$ cat config.mk
export PLATFORM = sky130hd
export DESIGN_NAME = vision_packet_deframe_decode
export DESIGN_NICKNAME = d
export VERILOG_FILES = /design/src/rtl/vpdd_pkg.sv /design/src/rtl/vpdd_assemble.sv /design/src/rtl/vision_packet_deframe_decode.sv
export SDC_FILE = /design/constraint.sdc
export NUM_CORES = 1
export LEC_CHECK = 0
export BUFFER_PORTS_ARGS = -buffer_cell sky130_fd_sc_hd__buf_2
export CAP_MARGIN = 25
export CORE_ASPECT_RATIO = 1.5
export CORE_MARGIN = 2
export CORE_UTILIZATION = 35
export CTS_BUF_LIST = sky130_fd_sc_hd__clkbuf_4 sky130_fd_sc_hd__clkbuf_8
export DETAILED_ROUTE_END_ITERATION = 8
export PLACE_DENSITY_LB_ADDON = 0.08
export SLEW_MARGIN = 20
export SYNTH_ARGS = -nofsm -noshare
export SYNTH_HDL_FRONTEND = slang
export SYNTH_HIERARCHICAL = 1
export SYNTH_SLANG_ARGS = --single-unit
$ cat constraint.sdc
create_clock -name i_clk -period 9.2 [get_ports i_clk]
set_input_delay 0.92 -clock i_clk [delete_from_list [all_inputs] [get_ports i_clk]]
set_output_delay 0.92 -clock i_clk [all_outputs]
set_load 0.01 [all_outputs]
$ cat src/rtl/vpdd_pkg.sv
// vpdd_pkg: shared types, codes and the per-function result sequence for the packet deframer
// no dependencies; used by vpdd_assemble and vision_packet_deframe_decode
package vpdd_pkg;

    localparam logic [7:0] START_BYTE      = 8'hFD;
    localparam logic [7:0] END_BYTE        = 8'hFE;
    localparam logic [7:0] FILL_BYTE       = 8'hFF;
    localparam logic [7:0] FUNC_NULL       = 8'h00;
    localparam logic [7:0] FUNC_OBJNUM     = 8'h46;
    localparam logic [7:0] FUNC_TAG        = 8'd10;
    localparam logic [7:0] FUNC_LANES      = 8'd16;
    localparam logic [7:0] FUNC_DIGITS     = 8'd17;
    localparam logic [7:0] FUNC_CLASSIFIER = 8'd18;
    localparam logic [7:0] FUNC_DRIVING    = 8'd20;
    localparam logic [7:0] MIN_LEN         = 8'd3;
    localparam logic [7:0] EXPR_LEN_BASE   = 8'd17;
    localparam logic [4:0] EXPR_MAX        = 5'd16;
    localparam logic [5:0] EXPR_START      = 6'd15;
    localparam logic [5:0] DRV_MODE_ADDR   = 6'd18;

    localparam logic [2:0] ST_OK        = 3'd0;
    localparam logic [2:0] ST_LEN_SHORT = 3'd1;
    localparam logic [2:0] ST_LEN_LONG  = 3'd2;
    localparam logic [2:0] ST_BAD_END   = 3'd3;
    localparam logic [2:0] ST_BAD_SUM   = 3'd4;
    localparam logic [2:0] ST_NULL_FUNC = 3'd5;

    localparam logic [4:0] CODE_NONE   = 5'd0;
    localparam logic [4:0] CODE_TYPE   = 5'd1;
    localparam logic [4:0] CODE_X      = 5'd2;
    localparam logic [4:0] CODE_Y      = 5'd3;
    localparam logic [4:0] CODE_ANSWER = 5'd6;
    localparam logic [4:0] CODE_EXPR   = 5'd7;
    localparam logic [4:0] CODE_POSE0  = 5'd8;
    localparam logic [4:0] CODE_LANE0  = 5'd16;

    typedef enum logic [2:0] {
        K_RAW,
        K_U16,
        K_W16,
        K_W16H,
        K_DEC,
        K_DRV_T,
        K_DRV_XY
    } t_kind;

    typedef struct packed {
        logic [4:0] code;
        logic [5:0] addr;
        logic [3:0] nbytes;
        t_kind      kind;
        logic       last;
    } t_step;

    typedef struct packed {
        logic  load_first;
        logic  load_next;
        t_kind kind;
    } t_asm_ctl;

    function automatic t_step step_info(input logic [7:0] func, input logic [4:0] step,
                                        input logic [7:0] len);
        t_step      st;
        logic [4:0] total;
        logic [4:0] nexpr;
        logic [7:0] extra;
        st.kind   = K_RAW;
        st.nbytes = 4'd1;
        st.code   = CODE_NONE;
        st.addr   = 6'd0;
        total     = 5'd5;
        nexpr     = 5'd0;
        extra     = 8'd0;
        case (func)
            FUNC_DIGITS: begin
                if (len > EXPR_LEN_BASE) begin
                    extra = len - EXPR_LEN_BASE;
                    nexpr = (extra > 8'(EXPR_MAX)) ? EXPR_MAX : 5'(extra);
                end
                total = 5'd5 + nexpr;
                if (step < 5'd4) begin
                    st.code = step + CODE_X;
                    st.addr = 6'(step) + 6'd3;
                end else if (step == 5'd4) begin
                    st.code   = CODE_ANSWER;
                    st.addr   = 6'd7;
                    st.nbytes = 4'd8;
                    st.kind   = K_DEC;
                end else begin
                    st.code = CODE_EXPR;
                    st.addr = 6'(step) + EXPR_START - 6'd5;
                end
            end
            FUNC_LANES: begin
                total   = 5'd10;
                st.addr = 6'(step) + 6'd3;
                st.code = (step < 5'd2) ? step + CODE_X : step - 5'd2 + CODE_LANE0;
            end
            FUNC_CLASSIFIER: begin
                total = 5'd5;
                if (step == 5'd0) begin
                    st.code   = CODE_TYPE;
                    st.addr   = 6'd3;
                    st.nbytes = 4'd2;
                    st.kind   = K_U16;
                end else begin
                    st.code = step + CODE_TYPE;
                    st.addr = 6'(step) + 6'd4;
                end
            end
            FUNC_DRIVING: begin
                total     = 5'd3;
                st.nbytes = 4'd2;
                if (step == 5'd0) begin
                    st.code = CODE_TYPE;
                    st.addr = 6'd13;
                    st.kind = K_DRV_T;
                end else begin
                    st.code = step + CODE_TYPE;
                    st.addr = 6'(step) + 6'd2;
                    st.kind = K_DRV_XY;
                end
            end
            default: begin
                total = (func == FUNC_TAG) ? 5'd13 : 5'd5;
                if (step < 5'd5) begin
                    st.code = step + CODE_TYPE;
                    st.addr = 6'(step) + 6'd3;
                end else begin
                    st.code   = step - 5'd5 + CODE_POSE0;
                    st.addr   = 6'({step, 1'b0}) - 6'd2;
                    st.nbytes = 4'd2;
                    st.kind   = (step < 5'd8) ? K_W16 : K_W16H;
                end
            end
        endcase
        st.last = (step == total - 5'd1);
        return st;
    endfunction

endpackage

$ cat src/rtl/vpdd_assemble.sv
// vpdd_assemble: gathers the bytes of one result and forms its signed value
// depends on vpdd_pkg (t_asm_ctl, t_kind)
module vpdd_assemble (
    input  logic                 i_clk,
    input  vpdd_pkg::t_asm_ctl   i_ctl,
    input  logic [7:0]           i_byte,
    output logic signed [29:0]   o_value
);

    logic [7:0]  r_b0;
    logic [7:0]  r_b1;
    logic [28:0] r_acc;
    logic [15:0] word;
    logic signed [23:0] word_x100;
    logic [29:0] acc_ext;

    always_ff @(posedge i_clk) begin
        if (i_ctl.load_first) begin
            r_b0  <= i_byte;
            r_acc <= '0;
        end else if (i_ctl.load_next) begin
            r_b1  <= i_byte;
            r_acc <= 29'((32'(r_acc) << 3) + (32'(r_acc) << 1) + 32'(i_byte));
        end
    end

    assign word      = {r_b0, r_b1};
    assign word_x100 = $signed({{8{word[15]}}, word}) * 24'sd100;
    assign acc_ext   = {1'b0, r_acc};

    always_comb begin
        case (i_ctl.kind)
            vpdd_pkg::K_RAW:   o_value = $signed(30'(r_b0));
            vpdd_pkg::K_U16:   o_value = $signed(30'(word));
            vpdd_pkg::K_W16:   o_value = $signed({{14{word[15]}}, word});
            vpdd_pkg::K_W16H:  o_value = $signed({{6{word_x100[23]}}, word_x100});
            vpdd_pkg::K_DEC:   o_value = (r_b0 == 8'd0) ? $signed(-acc_ext) : $signed(acc_ext);
            vpdd_pkg::K_DRV_T: o_value = (r_b1 == 8'd0 || r_b1 == 8'd1) ? $signed('1)
                                                                         : $signed(30'(r_b0));
            vpdd_pkg::K_DRV_XY: o_value = (r_b1 == 8'd0 || r_b1 == 8'd2) ? $signed('1)
                                                                          : $signed(30'(r_b0));
            default:           o_value = '0;
        endcase
    end

endmodule

$ cat src/rtl/vision_packet_deframe_decode.sv
// vision_packet_deframe_decode: packet deframer, checker and field decoder for a vision link
// depends on vpdd_pkg and vpdd_assemble; packet bytes live in a one-port-read buffer
//
//  channel | direction | handshake                  | payload
//  rx      | in        | i_rx_valid / o_rx_ready    | i_rx_byte
//  res     | out       | o_res_valid / i_res_ready  | o_status o_func_id o_field_code
//          |           |                            | o_field_value o_last
//
// a failed check loads its result into the output register as the failing word is taken
// a decoded packet then emits its run: each result is issued, read from the buffer one byte
// at a time, then emitted once the output slot is free; the longest run is function 17, 16 characters
// rx is held off while a run is emitted and while the output register is full and not being read
// synchronous active-low reset returns to hunting for the start byte; no clearing pass
module vision_packet_deframe_decode #(
    parameter int PACKET_MAX = 33
) (
    input  logic               i_clk,
    input  logic               i_rst_n,
    input  logic               i_rx_valid,
    output logic               o_rx_ready,
    input  logic [7:0]         i_rx_byte,
    output logic               o_res_valid,
    input  logic               i_res_ready,
    output logic [2:0]         o_status,
    output logic [7:0]         o_func_id,
    output logic [4:0]         o_field_code,
    output logic signed [29:0] o_field_value,
    output logic               o_last
);

    localparam int AW = $clog2(PACKET_MAX);
    localparam logic [7:0] PMAX8 = 8'(PACKET_MAX);
    localparam logic [6:0] PMAX7 = 7'(PACKET_MAX);

    typedef enum logic [3:0] {
        S_IDLE  = 4'b0001,
        S_ISSUE = 4'b0010,
        S_READ  = 4'b0100,
        S_EMIT  = 4'b1000
    } t_state;

    t_state r_state, n_state;

    logic        r_collect;
    logic [5:0]  r_idx;
    logic [7:0]  r_len;
    logic [7:0]  r_sum;
    logic [7:0]  r_func;
    logic [7:0]  r_prev;
    logic [4:0]  r_step;

    vpdd_pkg::t_step r_info;
    vpdd_pkg::t_step step_now;
    logic [5:0]  r_raddr;
    logic [3:0]  r_left;
    logic        r_first;
    logic        r_rdff;

    logic [7:0]  mem [PACKET_MAX];
    logic [7:0]  r_mem_q;

    logic        r_ovalid;
    logic [2:0]  r_status;
    logic [7:0]  r_ofunc;
    logic [4:0]  r_code;
    logic signed [29:0] r_value;
    logic        r_last;

    logic        rx_fire;
    logic        slot_free;
    logic [7:0]  idx_ext;
    logic        err_load;
    logic [2:0]  err_status;
    logic [7:0]  err_func;
    logic        finish;
    logic        start_dec;
    logic        wr_en;
    logic        issue;
    logic [5:0]  rd_addr;
    logic        rd_hit;
    vpdd_pkg::t_kind rd_kind;
    logic [5:0]  rd_next;
    logic        emit;
    logic [7:0]  rd_byte;
    vpdd_pkg::t_asm_ctl asm_ctl;
    logic signed [29:0] asm_value;

    assign slot_free  = !r_ovalid || i_res_ready;
    assign o_rx_ready = (r_state == S_IDLE) && slot_free;
    assign rx_fire    = i_rx_valid && o_rx_ready;
    assign idx_ext    = {2'b00, r_idx};

    // deframing decisions on the incoming word
    always_comb begin
        err_load   = 1'b0;
        err_status = vpdd_pkg::ST_OK;
        err_func   = i_rx_byte;
        finish     = 1'b0;
        start_dec  = 1'b0;
        if (rx_fire && r_collect && r_idx > 6'd1) begin
            if (r_idx == 6'd2 && r_len <= vpdd_pkg::MIN_LEN) begin
                err_load   = 1'b1;
                err_status = vpdd_pkg::ST_LEN_SHORT;
                finish     = 1'b1;
            end else if (r_idx == 6'd2 && r_len > PMAX8) begin
                err_load   = 1'b1;
                err_status = vpdd_pkg::ST_LEN_LONG;
                finish     = 1'b1;
            end else if (!(idx_ext + 8'd1 < r_len)) begin
                finish   = 1'b1;
                err_func = r_func;
                if (i_rx_byte != vpdd_pkg::END_BYTE) begin
                    err_load   = 1'b1;
                    err_status = vpdd_pkg::ST_BAD_END;
                end else if (r_sum != r_prev) begin
                    err_load   = 1'b1;
                    err_status = vpdd_pkg::ST_BAD_SUM;
                end else if (r_func == vpdd_pkg::FUNC_NULL) begin
                    err_load   = 1'b1;
                    err_status = vpdd_pkg::ST_NULL_FUNC;
                end else if (r_func != vpdd_pkg::FUNC_OBJNUM) begin
                    start_dec = 1'b1;
                end
            end
        end
    end

    assign wr_en = rx_fire && (r_collect ? ({1'b0, r_idx} < PMAX7)
                                         : (i_rx_byte == vpdd_pkg::START_BYTE));

    always_ff @(posedge i_clk) begin
        if (!i_rst_n) begin
            r_collect <= 1'b0;
            r_idx     <= '0;
            r_len     <= '0;
            r_sum     <= '0;
        end else if (rx_fire) begin
            if (!r_collect) begin
                if (i_rx_byte == vpdd_pkg::START_BYTE) begin
                    r_collect <= 1'b1;
                    r_idx     <= 6'd1;
                    r_len     <= '0;
                    r_sum     <= '0;
                end
            end else if (r_idx <= 6'd1) begin
                r_len <= i_rx_byte;
                r_sum <= i_rx_byte;
                r_idx <= 6'd2;
            end else if (finish) begin
                r_collect <= 1'b0;
                r_idx     <= '0;
            end else begin
                if (idx_ext + 8'd3 <= r_len) begin
                    r_sum <= r_sum + i_rx_byte;
                end
                r_idx <= r_idx + 6'd1;
            end
        end
    end

    always_ff @(posedge i_clk) begin
        if (rx_fire && r_collect) begin
            r_prev <= i_rx_byte;
            if (r_idx == 6'd2) begin
                r_func <= i_rx_byte;
            end
        end
    end

    // packet buffer
    always_ff @(posedge i_clk) begin
        if (wr_en) begin
            mem[r_collect ? r_idx[AW-1:0] : '0] <= i_rx_byte;
        end
    end

    assign step_now = vpdd_pkg::step_info(r_func, r_step, r_len);

    always_comb begin
        issue   = 1'b0;
        rd_addr = r_raddr;
        rd_kind = r_info.kind;
        if (r_state == S_ISSUE) begin
            issue   = 1'b1;
            rd_addr = step_now.addr;
            rd_kind = step_now.kind;
        end else if (r_state == S_READ && r_left != 4'd0) begin
            issue = 1'b1;
        end
    end

    assign rd_hit  = {2'b00, rd_addr} < r_len;
    assign rd_next = (rd_kind == vpdd_pkg::K_DRV_T || rd_kind == vpdd_pkg::K_DRV_XY)
                     ? vpdd_pkg::DRV_MODE_ADDR : rd_addr + 6'd1;

    always_ff @(posedge i_clk) begin
        if (issue && rd_hit) begin
            r_mem_q <= mem[rd_addr[AW-1:0]];
        end
    end

    assign rd_byte = r_rdff ? vpdd_pkg::FILL_BYTE : r_mem_q;
    assign emit    = (r_state == S_EMIT) && slot_free;

    always_comb begin
        asm_ctl.load_first = (r_state == S_READ) && r_first;
        asm_ctl.load_next  = (r_state == S_READ) && !r_first;
        asm_ctl.kind       = r_info.kind;
    end

    vpdd_assemble u_assemble (
        .i_clk   (i_clk),
        .i_ctl   (asm_ctl),
        .i_byte  (rd_byte),
        .o_value (asm_value)
    );

    always_comb begin
        n_state = r_state;
        case (r_state)
            S_IDLE:  if (start_dec) n_state = S_ISSUE;
            S_ISSUE: n_state = S_READ;
            S_READ:  if (r_left == 4'd0) n_state = S_EMIT;
            S_EMIT:  if (emit) n_state = r_info.last ? S_IDLE : S_ISSUE;
            default: n_state = S_IDLE;
        endcase
    end

    always_ff @(posedge i_clk) begin
        if (!i_rst_n) begin
            r_state <= S_IDLE;
            r_step  <= '0;
        end else begin
            r_state <= n_state;
            if (start_dec) begin
                r_step <= '0;
            end else if (emit) begin
                r_step <= r_step + 5'd1;
            end
        end
    end

    // result sequencer datapath
    always_ff @(posedge i_clk) begin
        if (r_state == S_ISSUE) begin
            r_info  <= step_now;
            r_left  <= step_now.nbytes - 4'd1;
            r_first <= 1'b1;
        end else if (r_state == S_READ) begin
            r_first <= 1'b0;
            if (r_left != 4'd0) begin
                r_left <= r_left - 4'd1;
            end
        end
        if (issue) begin
            r_raddr <= rd_next;
            r_rdff  <= !rd_hit;
        end
    end

    // output register
    always_ff @(posedge i_clk) begin
        if (!i_rst_n) begin
            r_ovalid <= 1'b0;
        end else if (err_load || emit) begin
            r_ovalid <= 1'b1;
        end else if (i_res_ready) begin
            r_ovalid <= 1'b0;
        end
    end

    always_ff @(posedge i_clk) begin
        if (err_load) begin
            r_status <= err_status;
            r_ofunc  <= err_func;
            r_code   <= vpdd_pkg::CODE_NONE;
            r_value  <= '0;
            r_last   <= 1'b1;
        end else if (emit) begin
            r_status <= vpdd_pkg::ST_OK;
            r_ofunc  <= r_func;
            r_code   <= r_info.code;
            r_value  <= asm_value;
            r_last   <= r_info.last;
        end
    end

    assign o_res_valid   = r_ovalid;
    assign o_status      = r_status;
    assign o_func_id     = r_ofunc;
    assign o_field_code  = r_code;
    assign o_field_value = r_value;
    assign o_last        = r_last;

endmodule

=== Word level (Yosys, flattened, before mapping) ===
Memory sizes are Yosys's and may differ from the RTL's. A register that Yosys moved wholly into a read port is not among the register bits.
Cells that the tools add are included.

* Add/sub/neg operators: 25
* Multiply operators: 1
* Magnitude comparators: 14
* Equal/unequal tests: 32
* Multiplexer cells: 91
* Bitwise operators: 2
* Reduce and logical (&&, ||, !) cells: 40

{| class="wikitable"
|+ Operator list
! operator !! number
|-
| case mux 30 bit (7 select lines) || 1
|-
| 2-to-1 mux 8 bit || 14
|-
| 2-to-1 mux 30 bit || 3
|-
| 2-to-1 mux 11 bit || 4
|-
| case mux 11 bit (4 select lines) || 1
|-
| 2-to-1 mux 6 bit || 6
|-
| == test 8 x 5 -> 1 bit, second input constant || 4
|-
| 2-to-1 mux 1 bit || 31
|-
| 2-to-1 mux 3 bit || 10
|-
| 2-to-1 mux 5 bit || 6
|-
| negator 29 -> 30 bit || 1
|-
| adder 29 bit || 1
|-
| adder 29 x 8 -> 29 bit || 1
|-
| 2-to-1 mux 4 bit || 7
|-
| case mux 7 bit (4 select lines) || 1
|-
| zero test 8 bit || 3
|-
| multiplier 16 x 6 -> 22 bit, second input constant || 1
|-
| 2-to-1 mux 7 bit || 3
|-
| case mux 5 bit (4 select lines) || 1
|-
| greater-than comparator 8 x 5 -> 1 bit, second input constant || 2
|-
| case mux 4 bit (4 select lines) || 1
|-
| == test 3 bit, second input constant || 5
|-
| adder 5 x 2 -> 6 bit, second input constant || 2
|-
| adder 6 x 1 -> 6 bit, second input constant || 2
|-
| 62 further kinds || 94
|}

* Flip-flop bits (word level): 162
* RAM bits: 264
* Bits of input ports: 12
* Output and inout bits: 49
* Word-level logic and storage cells: 230
* Memories kept: 1

{| class="wikitable"
|+ Memories
! name !! words !! width !! rd ports !! clocked after Yosys merged registers in !! wr ports !! line !! RTL
|-
| mem || 33 || 8 || 1 || 1 || 1 || vision_packet_deframe_decode.sv:59 || <nowiki>logic [7:0] mem [PACKET_MAX];</nowiki>
|}

=== Longest topological paths before layout ===
Gate-level depths: netlist of the first run.

* Depth in word-level cells: 11
* Depth in mapped cells: 17
* Depth with buffers taken out: 16

=== Modules after synthesis ===
Netlist of the first run, hierarchy kept.

{| class="wikitable"
|+ Modules (own cells, without submodules)
! module !! times used !! cells each !! area each (um2) !! sequential area each (um2)
|-
| vision_packet_deframe_decode || 1 || 1595 || 18567.8 || 10980.5
|-
| vpdd_assemble || 1 || 708 || 6098.3 || 1061.0
|}

=== Worst setup path after synthesis of the first run ===
Ideal clock, no wire load.

* Path type: flip-flop to flip-flop
* Start point: register r_step[1]
* End point: register r_mem_q[0], read port of mem (enable)
* Library setup time: 373 ps
* Data arrival time: 3797 ps
* Required time: 8827 ps
* Path slack: 5029 ps
* Cell stages (with the launch flop): 17
* Path buffers: 2
* Period minus slack after synthesis: 4171 ps
* Cells stage by stage: dfxtp_1 -> clkbuf_1 -> inv_1 -> ha_1 -> a2111oi_2 -> mux2i_1 -> o21ai_0 -> a31oi_1 -> a21oi_2 -> inv_2 -> clkbuf_1 -> ha_1 -> a21boi_0 -> o21ai_0 -> a21o_1 -> a21oi_1 -> nor2b_1

* Longest elaborated chain between the ends: 8
* Elaborated cells on any way between the ends: 19
* Those cells by class: add/sub (6); order compare (3); eq/ne (1); mux (7); reduce/logical (2)

{| class="wikitable"
|+ RTL lines
! what !! line !! RTL
|-
| start, declared || vision_packet_deframe_decode.sv:50 || <nowiki>logic [4:0] r_step;</nowiki>
|-
| start signal, assigned || vision_packet_deframe_decode.sv:238 || <nowiki>r_step <= r_step + 5'd1;</nowiki>
|-
| adder 5 x 4 -> 6 bit || vpdd_pkg.sv:91 || <nowiki>st.addr = 6'(step) + EXPR_START - 6'd5;</nowiki>
|-
| subtractor 6 x 3 -> 6 bit || vpdd_pkg.sv:91 ||
|-
| 2-to-1 mux 7 bit || vpdd_pkg.sv:84 || <nowiki>end else if (step == 5'd4) begin</nowiki>
|-
| 2-to-1 mux 11 bit || vpdd_pkg.sv:81 || <nowiki>if (step < 5'd4) begin</nowiki>
|-
| case mux 11 bit (4 select lines) (*) || vpdd_pkg.sv:74 || <nowiki>case (func)</nowiki>
|-
| 2-to-1 mux 6 bit (*) || vision_packet_deframe_decode.sv:183 || <nowiki>if (r_state == S_ISSUE) begin</nowiki>
|-
| less-than comparator 6 x 8 -> 1 bit || vision_packet_deframe_decode.sv:192 || <nowiki>assign rd_hit = {2'b00, rd_addr} < r_len;</nowiki>
|-
| logical AND 1 bit || vision_packet_deframe_decode.sv:197 || <nowiki>if (issue && rd_hit) begin</nowiki>
|-
| end, declared || vision_packet_deframe_decode.sv:60 || <nowiki>logic [7:0] r_mem_q;</nowiki>
|}

Mark *: on every way between the ends. The rest lies on a longest branch, timed or not.
A chain may end at the register's enable or synchronous reset.

=== Final worst setup path of the first run ===
* Start point: register r_step[1]
* End point: register r_mem_q[7], read port of mem (enable)

Same word-level chain as after synthesis.

==> flow_summary.yaml, run 1 <==
run_status:
  status: "completed"
timing:
  finalClockSkew_ps: 27.7
  final-setup-viol-count: 0
  fmax_mhz: 178
  timing_max_transition_violations_final: 0
  max_slew_margin: 0.301
  hold_violations: 0
  timing_worst_slew_pin_value_ps: 1050
  fin_tns_setup_ps: 0
  post_route_setup_slack_ps: 3570
  period_needed_ps: 5630
  grt_setup_unrepaired: "no"
  final_min_period_over_clock_period: 0.612
routing:
  first_pass_iters: 6
  post_dr_vias_cell: 5.46
  first_iter_violations: 1117
  dr_total_vias: 18000
  drt_wl_total_um: 72900
  drtAntennaViolNets: 0
  mean_routed_wirelength_per_cell_um: 22.1
  drc_errors: 0
synthesis:
  synth.distinct_cells: 104
  synth_largest_type_area_fraction: 0.408
  synth.yosys.seq_area_share: 0.488
  count_of_flip_flops_with_a_built_in_enable_after_synthesis: 335
  post_synth_instance_area_um2: 24700
  synth.ff_latch_count: 434
  yosysTopAreaCell: "edfxtp_1"
  ys.flop_type: "edfxtp_1"
  synthesis.yosys.warnings: 6
  syn_area_per_cell_um2: 10.7
  top_post_synthesis_cells_by_area: "edfxtp_1 41%, dfxtp_1 8.0%, ha_1 7.9%, nand2_1 4.6%, mux2i_1 4.0%"
  syn_nets: 2491
  syn-instance-count: 2303
  synth-async-reset-ratio: 0
power:
  pwr_density_cell_nw_per_um2: 145
  peakVddDrop_uv: 107
  swShare: 0.217
  combinational_share_of_power: 0.017
  total_leakage_power_nw: 10.1
  p_switching_w: 0.000855
  internal_power_w: 0.00308
  power_frac_clock: 0.448
  seqPwrFrac: 0.536
hold_path:
  hold_start: "o_field_value[28]$_SDFFE_PP0P_"
  worst_hold_path_type: "flip-flop to flip-flop"
  worstHoldPathCells: 2
  holdPathEnd: "o_field_value[28]$_SDFFE_PP0P_"
critical_path:
  worst_setup_path_class: "flip-flop to flip-flop"
  worstPathBufferInverterCount: 3
  timing.rr.end: "r_mem_q[7]$_DFFE_PP_"
  slowest_delay_ps: 710
  crit_required_ps: 9480
  worst-r2r-cell-count: 15
  worstPathArrival_ps: 5910
  timing.rr.start: "r_step[1]$_SDFFE_PP0P_"
  critPathSlowestCell: "a2111oi_2"
  critPathTopFamily: "compound AO/OA/AOI/OAI gates"
  cp-start-kind: "flip-flop"
  endpoint_kind: "flip-flop"
  crit_fanout: 41
  setup.reg_to_reg.worst_slack_ps: 3570
  crit_chain: "inv_1 -> ha_1 -> a2111oi_2 -> mux2i_1 -> o21ai_0 -> a31oi_1 -> a21oi_4 -> buf_4 -> inv_2 -> ha_1 -> a21boi_0 -> o21ai_0 -> a21o_1 -> a21oi_1 -> nor2b_1"
place:
  post-dp-hpwl_um: 51200
  placedInstanceArea_um2: 25600
  numPortBuffers: 60
  place_worst_setup_slack_ps: 3630
  globalplace.congestion: 0.853
final_layout:
  post_route_cells_drive_above_1_share: 0.118
  final_common_cell: "edfxtp_1"
  fin_nets: 2534
  mostFrequentLayoutCells: "335 x edfxtp_1, 301 x nand2_1, 155 x ha_1"
  syn2layout_area_growth_pct: 10.1
  multiInputGateArea_um2: 11700
  final-seq-area_um2: 12000
  final_design_area_no_fill_um2: 27100
  layout.filler_cells: 6983
global_route:
  grt.total_usage: 0.202
  largest_net_degree_at_the_start_of_global_routing: 131
  global_route_wire_length_before_repair_um: 112000
  antenna_found_initial: 1
  globalRoute.totalOverflow: 0
  grt_pass1_vias: 18400
clock_network:
  ctsRootBufferMaster: "clkbuf_8"
  skew_pair_late_insertion_delay_ps: 680
  cts_made_buffers: 73
  tritoncts: "done"
  num_clock_sinks: 434
  cts.repair_timing.setup_buffer_count: 0
  clockBufferDepth: 3
  cts-hold-fix-buffers: 0
  clk_pin_slew_worst_paths_ps: 60
  cts.htree.levels: 3
  cts.repair.resized: 0
die:
  start_util: 0.352
  core_um2: 70000
  die_w_um: 221
  die_h_um: 329
  fp.dieArea_um2: 72700
  num_rows: 119
  pin_count: 61
job:
  max-cap-violations: 0
how the worst max path moves through the flow:
stage                           end              startpoint  slack [ps]  depth (start not counted)
2_1_floorplan  r_mem_q[0]$_DFFE_PP_  r_step[1]$_SDFFE_PP0P_        5030                         16
3_3_place_gp   r_mem_q[6]$_DFFE_PP_  r_step[1]$_SDFFE_PP0P_        3620                         15
3_5_place_dp   r_mem_q[7]$_DFFE_PP_  r_step[1]$_SDFFE_PP0P_        3630                         15
4_1_cts        r_mem_q[7]$_DFFE_PP_  r_step[1]$_SDFFE_PP0P_        3580                         15
5_1_grt        r_mem_q[5]$_DFFE_PP_  r_step[1]$_SDFFE_PP0P_        3250                         15
6_report       r_mem_q[7]$_DFFE_PP_  r_step[1]$_SDFFE_PP0P_        3570                         15
kinds of logic after synthesis:
logic type,count (synthesis),synth area share
multiplexers,112,0.0498
buffers and inverters,192,0.0387
AO/OA/AOI/OAI,537,0.145
XOR/XNOR,107,0.0380
adder cells (fa/ha/maj),177,0.0961
flip-flops,434,0.488
AND/OR/NAND/NOR,744,0.145
power by group through the flow:
stage               combinational (W)  clock, W  sequential, W
finish                      0.0000666   0.00176        0.00211
global route                0.0000730   0.00189        0.00211
floorplan                   0.0000264         0        0.00215
detailed placement          0.0000677         0        0.00215
global placement            0.0000663         0        0.00215
CTS                         0.0000679   0.00183        0.00211
worst min-delay path: cells and delay by family, from the launching register on:
kind | cells | cell delay (ps)
and+or+nand+nor | 1 | 50
DFF | 1 | 300
AOI/OAI and AO/OA | 1 | 50
per-layer routing:
metal  up-vias  global-route usage  wire length (µm)
met2       415               0.380             39200
met5         -                   0                 0
li1       8626                   -                 -
met1      8891               0.230             29100
met4         0              0.0690              2060
met3       115              0.0269              2580
cell usage after synthesis, types with 15 or more instances:
cell type  count
fa_1          21
o21ai_0       98
xnor2_1       52
edfxtp_1     335
mux2i_1       98
a31oi_1       15
ha_1         155
nand3b_1      16
or2_2         17
a211oi_1      24
nor3_1        23
inv_1         73
clkbuf_1      63
nand2b_1      17
dfxtp_1       99
and2_1        18
o22ai_1       24
o21a_1        21
o211ai_1      22
nand3_1       77
a21oi_1      151
nand2_1      301
o21ai_1       20
nor2_1       150
xor2_1        55
nor2b_1       23
nor4_1        19
stage by stage:
stage          total power (W)  utilization  hold slack, ps  cells
3_5_place_dp           0.00222        0.366             443   3175
6_report               0.00394        0.388             452   3305
4_1_cts                0.00400        0.387             451   3300
3_3_place_gp           0.00222        0.366             441   3173
5_1_grt                0.00407        0.388             476   3304
2_1_floorplan          0.00217            -             436   2303
state kept, by name, summed over array words and instances, names as in the netlist, 3 cells and up:
| name | count |
|---|---|
| r_func | 8 |
| r_info | 6 |
| r_state | 4 |
| r_left | 4 |
| asm_ctl | 3 |
| o_status | 3 |
| u_assemble/r_b0 | 8 |
| r_sum | 8 |
| r_step | 5 |
| r_prev | 8 |
| r_raddr | 6 |
| o_field_value | 30 |
| mem | 264 |
| r_idx | 6 |
| u_assemble/r_acc | 29 |
| o_func_id | 8 |
| o_field_code | 5 |
| r_mem_q | 8 |
| u_assemble/r_b1 | 8 |
| r_len | 8 |
cell type report:
type / count / share of cell area
clock buffers: 107 / 0.0478
clock inverters: 18 / 0.00581
repair buffers: 83 / 0.0185
well taps: 907 / 0.0418
multi-input cells: 1677 / 0.432
diodes: 2 / 0.000184
inverters: 77 / 0.0107
flip-flops and latches: 434 / 0.444
Power figures use the tool's default switching activity.
==> run 2: changes to the inputs <==
Clock period 9.2 ns to 5.1 ns, I/O delays scaled along.
==> run 2 against run 1 <==
Net effect:
- global-route usage is 0.090 points higher
- die area stayed put
- hold slack worse by 330 ps
- first-iteration DRC count is 13% higher
- critical path type unchanged
- highest routed layer unchanged
==> flow_summary.yaml, run 2 (same netlist as run 1, synthesis figures left out) <==
run_status:
  status: "completed"
final_layout:
  fin_nets: 2570
  number_of_flip_flops_under_the_largest_register_name: 264
  final_design_area_no_fill_um2: 27600
  post_route_cells_drive_above_1_share: 0.134
  final_common_cell: "edfxtp_1"
  syn2layout_area_growth_pct: 11.7
  final-seq-area_um2: 12000
  mostFrequentLayoutCells: "335 x edfxtp_1, 301 x nand2_1, 155 x ha_1"
  multiInputGateArea_um2: 11700
  layout.filler_cells: 6890
critical_path:
  critPathMostFrequentCell: "mux2i_1"
  worstPathBufferInverterCount: 2
  crit_required_ps: 5650
  slowest_delay_ps: 900
  worstPathArrival_ps: 5150
  critPathTopFamily: "compound AO/OA/AOI/OAI gates"
  crit_fanout: 24
  worst_setup_path_class: "flip-flop to flip-flop"
  endpoint_kind: "flip-flop"
  cp-start-kind: "flip-flop"
  crit_chain: "ha_1 -> a2111oi_2 -> mux2i_1 -> o21ai_0 -> a31oi_1 -> a21oi_4 -> inv_2 -> buf_4 -> mux2i_1 -> o22ai_1 -> nor4_1 -> a32o_1"
  critPathSlowestCell: "a2111oi_2"
routing:
  first_pass_iters: 5
  drc_errors: 0
  mean_routed_wirelength_per_cell_um: 21.9
  drt_wl_total_um: 73500
  drtAntennaViolNets: 0
  dr_total_vias: 18200
  post_dr_vias_cell: 5.43
  first_iter_violations: 1261
timing:
  period_needed_ps: 4600
  grt_setup_unrepaired: "no"
  fin_tns_setup_ps: 0
  final-setup-viol-count: 0
  hold_violations: 0
  max_slew_margin: 0.332
  finalClockSkew_ps: 30.6
  fmax_mhz: 217
  final_min_period_over_clock_period: 0.902
  timing_worst_slew_pin_value_ps: 998
  timing_max_transition_violations_final: 0
global_route:
  global_route_wire_length_before_repair_um: 111000
  grt-busiest-layer: "met2"
  grt_pass1_vias: 18400
  grt.total_usage: 0.203
  groute.layer.met1.usage: 0.237
  globalRouteMet2Util: 0.370
  globalRoute.totalOverflow: 0
  globalRouteMet3Util: 0.0306
  antenna_found_initial: 3
  largest_net_degree_at_the_start_of_global_routing: 72
place:
  numPortBuffers: 60
  placedInstanceArea_um2: 25900
  post-dp-hpwl_um: 52300
  globalplace.congestion: 0.884
clock_network:
  cts_made_buffers: 77
  clk_pin_slew_worst_paths_ps: 60
  skew_pair_late_insertion_delay_ps: 710
  ctsRootBufferMaster: "clkbuf_8"
  cts.repair.resized: 0
  cts.htree.levels: 3
  cts.repair_timing.setup_buffer_count: 0
  num_clock_sinks: 434
  cts-hold-fix-buffers: 0
  clockBufferDepth: 3
  tritoncts: "done"
hold_path:
  worst_hold_path_type: "input pin to flip-flop"
power:
  pwr_density_cell_nw_per_um2: 265
  finalPower_w: 0.00731
  peakVddDrop_uv: 193
  total_leakage_power_nw: 10.3
die:
  die_h_um: 329
  pin_count: 61
  num_rows: 119
  fp.dieArea_um2: 72700
  die_w_um: 221
  start_util: 0.352
  core_um2: 70000
job:
  max-cap-violations: 0
[run 2: cell type report]
type,count,area share
tap,907,0.0412
antenna,1,0.0000908
clock buffer,104,0.0474
clock inverter,38,0.0107
sequential,434,0.437
timing repair buffer,115,0.0277
multi-input combinational,1677,0.425
inverter,77,0.0105
[run 2: per-layer routing]
metal,up-vias,part of all wire
li1,8711,-
met1,8952,0.40
met2,416,0.53
met3,122,0.038
met4,0,0.031
met5,-,0
[run 2: final timing paths]
| path | from | endpoint | slack, ps | depth (start not counted) |
|---|---|---|---|---|
| worst max-delay path | r_step[2]$_SDFFE_PP0P_ | r_mem_q[6]$_DFFE_PP_ | 500 | 12 |
| worst min-delay path | i_rx_byte[0] | r_func[0]$_DFFE_PP_ | 120 | 1 |
| worst max register to register | r_step[2]$_SDFFE_PP0P_ | r_mem_q[6]$_DFFE_PP_ | 500 | 12 |
| worst min register to register | o_field_value[27]$_SDFFE_PP0P_ | o_field_value[27]$_SDFFE_PP0P_ | 450 | 2 |
[run 2: power breakdown]
group | leakage [nW] | internal (W) | switching, W
combinational | 5.64 | 0.0000295 | 0.0000939
sequential | 3.82 | 0.00380 | 0.00000581
clock | 0.854 | 0.00181 | 0.00157
[run 2: metrics by stage]
step / cells / worst slack, ps / hold WS (ps) / utilization
CTS: 3352 / 522 / 45.3 / 0.394
floorplan: 2303 / 929 / 436 / -
detailed placement: 3210 / 561 / 445 / 0.371
global route: 3353 / 316 / 78.8 / 0.394
finish: 3353 / 497 / 122 / 0.394
global placement: 3208 / 477 / 442 / 0.371
==> run 3: changes to the inputs <==
Settings changed: BUFFER_PORTS_ARGS -buffer_cell sky130_fd_sc_hd__buf_2 to not set, DONT_BUFFER_PORTS set to 1.
==> run 3 against run 2 <==
Net effect:
- final area shrank 1.2%
- flip-flop and latch count is the same
- hold slack lost 68 ps
- sequential share of layout area grew 0.54 points
- register-to-register slack lost 190 ps
- core utilization shrank 0.48 points
- highest routed layer unchanged
- clock skew grew 6.8 ps
- sequential power is essentially flat
- critical path depth grew 2
- maximum frequency shrank 4.0%
- total power shrank 4.1%
- die area is the same
==> flow_summary.yaml, run 3 (same netlist as run 1, synthesis figures left out) <==
routing:
  drc_errors: 0
  first_iter_violations: 1123
  drtAntennaViolNets: 0
  drt_wl_total_um: 74300
  post_dr_vias_cell: 5.48
  mean_routed_wirelength_per_cell_um: 22.6
  dr_total_vias: 18000
  first_pass_iters: 8
clock_network:
  clockBufferDepth: 3
  ctsRootBufferMaster: "clkbuf_8"
  cts_made_buffers: 74
  cts.repair.resized: 0
  num_clock_sinks: 434
  cts.htree.levels: 3
  skew_pair_late_insertion_delay_ps: 680
  tritoncts: "done"
  cts-hold-fix-buffers: 10
  clk_pin_slew_worst_paths_ps: 70
  cts.repair_timing.setup_buffer_count: 0
critical_path:
  slowest_delay_ps: 850
  crit_fanout: 34
  timing.rr.start: "r_step[1]$_SDFFE_PP0P_"
  worstPathBufferInverterCount: 4
  worst_setup_path_class: "flip-flop to flip-flop"
  worst-r2r-cell-count: 14
  crit_required_ps: 5630
  critical_path.startpoint: "r_step[1]$_SDFFE_PP0P_"
  worst_setup_path_endpoint: "r_mem_q[6]$_DFFE_PP_"
  worstSetupPathDepth: 14
  setup.reg_to_reg.worst_slack_ps: 310
  cp-start-kind: "flip-flop"
  endpoint_kind: "flip-flop"
  timing.rr.end: "r_mem_q[6]$_DFFE_PP_"
  worstPathArrival_ps: 5320
  crit_chain: "buf_4 -> inv_1 -> ha_1 -> a2111oi_2 -> mux2i_1 -> o21ai_0 -> a31oi_1 -> a21oi_4 -> inv_2 -> buf_4 -> mux2i_1 -> o22ai_1 -> nor4_1 -> a32o_1"
  critPathTopFamily: "compound AO/OA/AOI/OAI gates"
  critPathSlowestCell: "a2111oi_2"
final_layout:
  number_of_flip_flops_under_the_largest_register_name: 264
  utilization: 0.389
  mostFrequentLayoutCells: "335 x edfxtp_1, 301 x nand2_1, 155 x ha_1"
  post_route_cells_drive_above_1_share: 0.107
  syn2layout_area_growth_pct: 10.3
  final_common_cell: "edfxtp_1"
  fin_nets: 2512
timing:
  max_slew_margin: 0.366
  hold_violations: 0
  timing_max_transition_violations_final: 0
  final-setup-viol-count: 0
  period_needed_ps: 4790
  post_route_setup_slack_ps: 306
  timing_worst_slew_pin_value_ps: 945
  finalClockSkew_ps: 37.4
  fin_tns_setup_ps: 0
  grt_setup_unrepaired: "no"
  final_min_period_over_clock_period: 0.940
  fmax_mhz: 209
global_route:
  globalRoute.totalOverflow: 0
  antenna_found_initial: 2
  global_route_wire_length_before_repair_um: 113000
  largest_net_degree_at_the_start_of_global_routing: 71
  grt_pass1_vias: 18300
  grt.total_usage: 0.206
power:
  peakVddDrop_uv: 234
  pwr_density_cell_nw_per_um2: 257
  total_leakage_power_nw: 9.97
place:
  globalplace.congestion: 0.885
  post-dp-hpwl_um: 51500
  place_worst_setup_slack_ps: 385
  numPortBuffers: 0
die:
  fp.dieArea_um2: 72700
  core_um2: 70000
  num_rows: 119
  start_util: 0.352
  pin_count: 61
  die_w_um: 221
  die_h_um: 329
job:
  max-cap-violations: 0
run_status:
  status: "completed"
hold_path:
  worst_hold_path_type: "input pin to flip-flop"
[run 3: per-layer routing]
metal | global-route usage | wire length (µm) | up-vias
li1 | - | - | 8576
met2 | 0.381 | 39600 | 408
met4 | 0.0596 | 1810 | 0
met5 | 0 | 0 | -
met1 | 0.243 | 30100 | 8913
met3 | 0.0325 | 2850 | 107
[run 3: area by class of cell]
| cell class | instances | area (µm²) |
|---|---|---|
| diodes | 1 | 2.50 |
| clock buffers | 102 | 1250 |
| inverters | 77 | 290 |
| fillers | 6899 | 42800 |
| flip-flops and latches | 434 | 12000 |
| multi-input cells | 1677 | 11700 |
| clock inverters | 25 | 155 |
| repair buffers | 60 | 613 |
| well taps | 907 | 1130 |
[run 3: per-stage QoR]
step	instance area [µm²]	hold slack (ps)	std cells	total power, W
finish	27200	53.9	3283	0.00701
global route	27200	27.3	3283	0.00726
CTS	27200	4.75	3280	0.00713
detailed placement	25600	468	3143	0.00393
global placement	25600	458	3143	0.00393
floorplan	24700	436	2303	0.00392
[run 3: worst min path at each step]
| stage | startpoint | endpoint | slack (ps) | cells past startpoint |
|---|---|---|---|---|
| after floorplan | r_first$_SDFFE_PP1P_ | r_first$_SDFFE_PP1P_ | 440 | 2 |
| after global placement | r_first$_SDFFE_PP1P_ | r_first$_SDFFE_PP1P_ | 460 | 2 |
| after detailed placement | r_first$_SDFFE_PP1P_ | r_first$_SDFFE_PP1P_ | 470 | 2 |
| after CTS | i_rx_byte[5] | r_len[5]$_SDFFE_PN0P_ | 5 | 2 |
| after global routing | i_rx_byte[4] | o_func_id[4]$_DFFE_PP_ | 30 | 1 |
| final | i_rx_byte[4] | o_func_id[4]$_DFFE_PP_ | 50 | 1 |
[run 3: power by group]
part | leakage, nW | internal (W) | switching (W) | total [W]
Sequential | 3.82 | 0.00380 | 0.00000626 | 0.00380
Clock | 0.743 | 0.00164 | 0.00144 | 0.00308
Combinational | 5.40 | 0.0000367 | 0.0000862 | 0.000123
Total | 9.97 | 0.00547 | 0.00153 | 0.00701
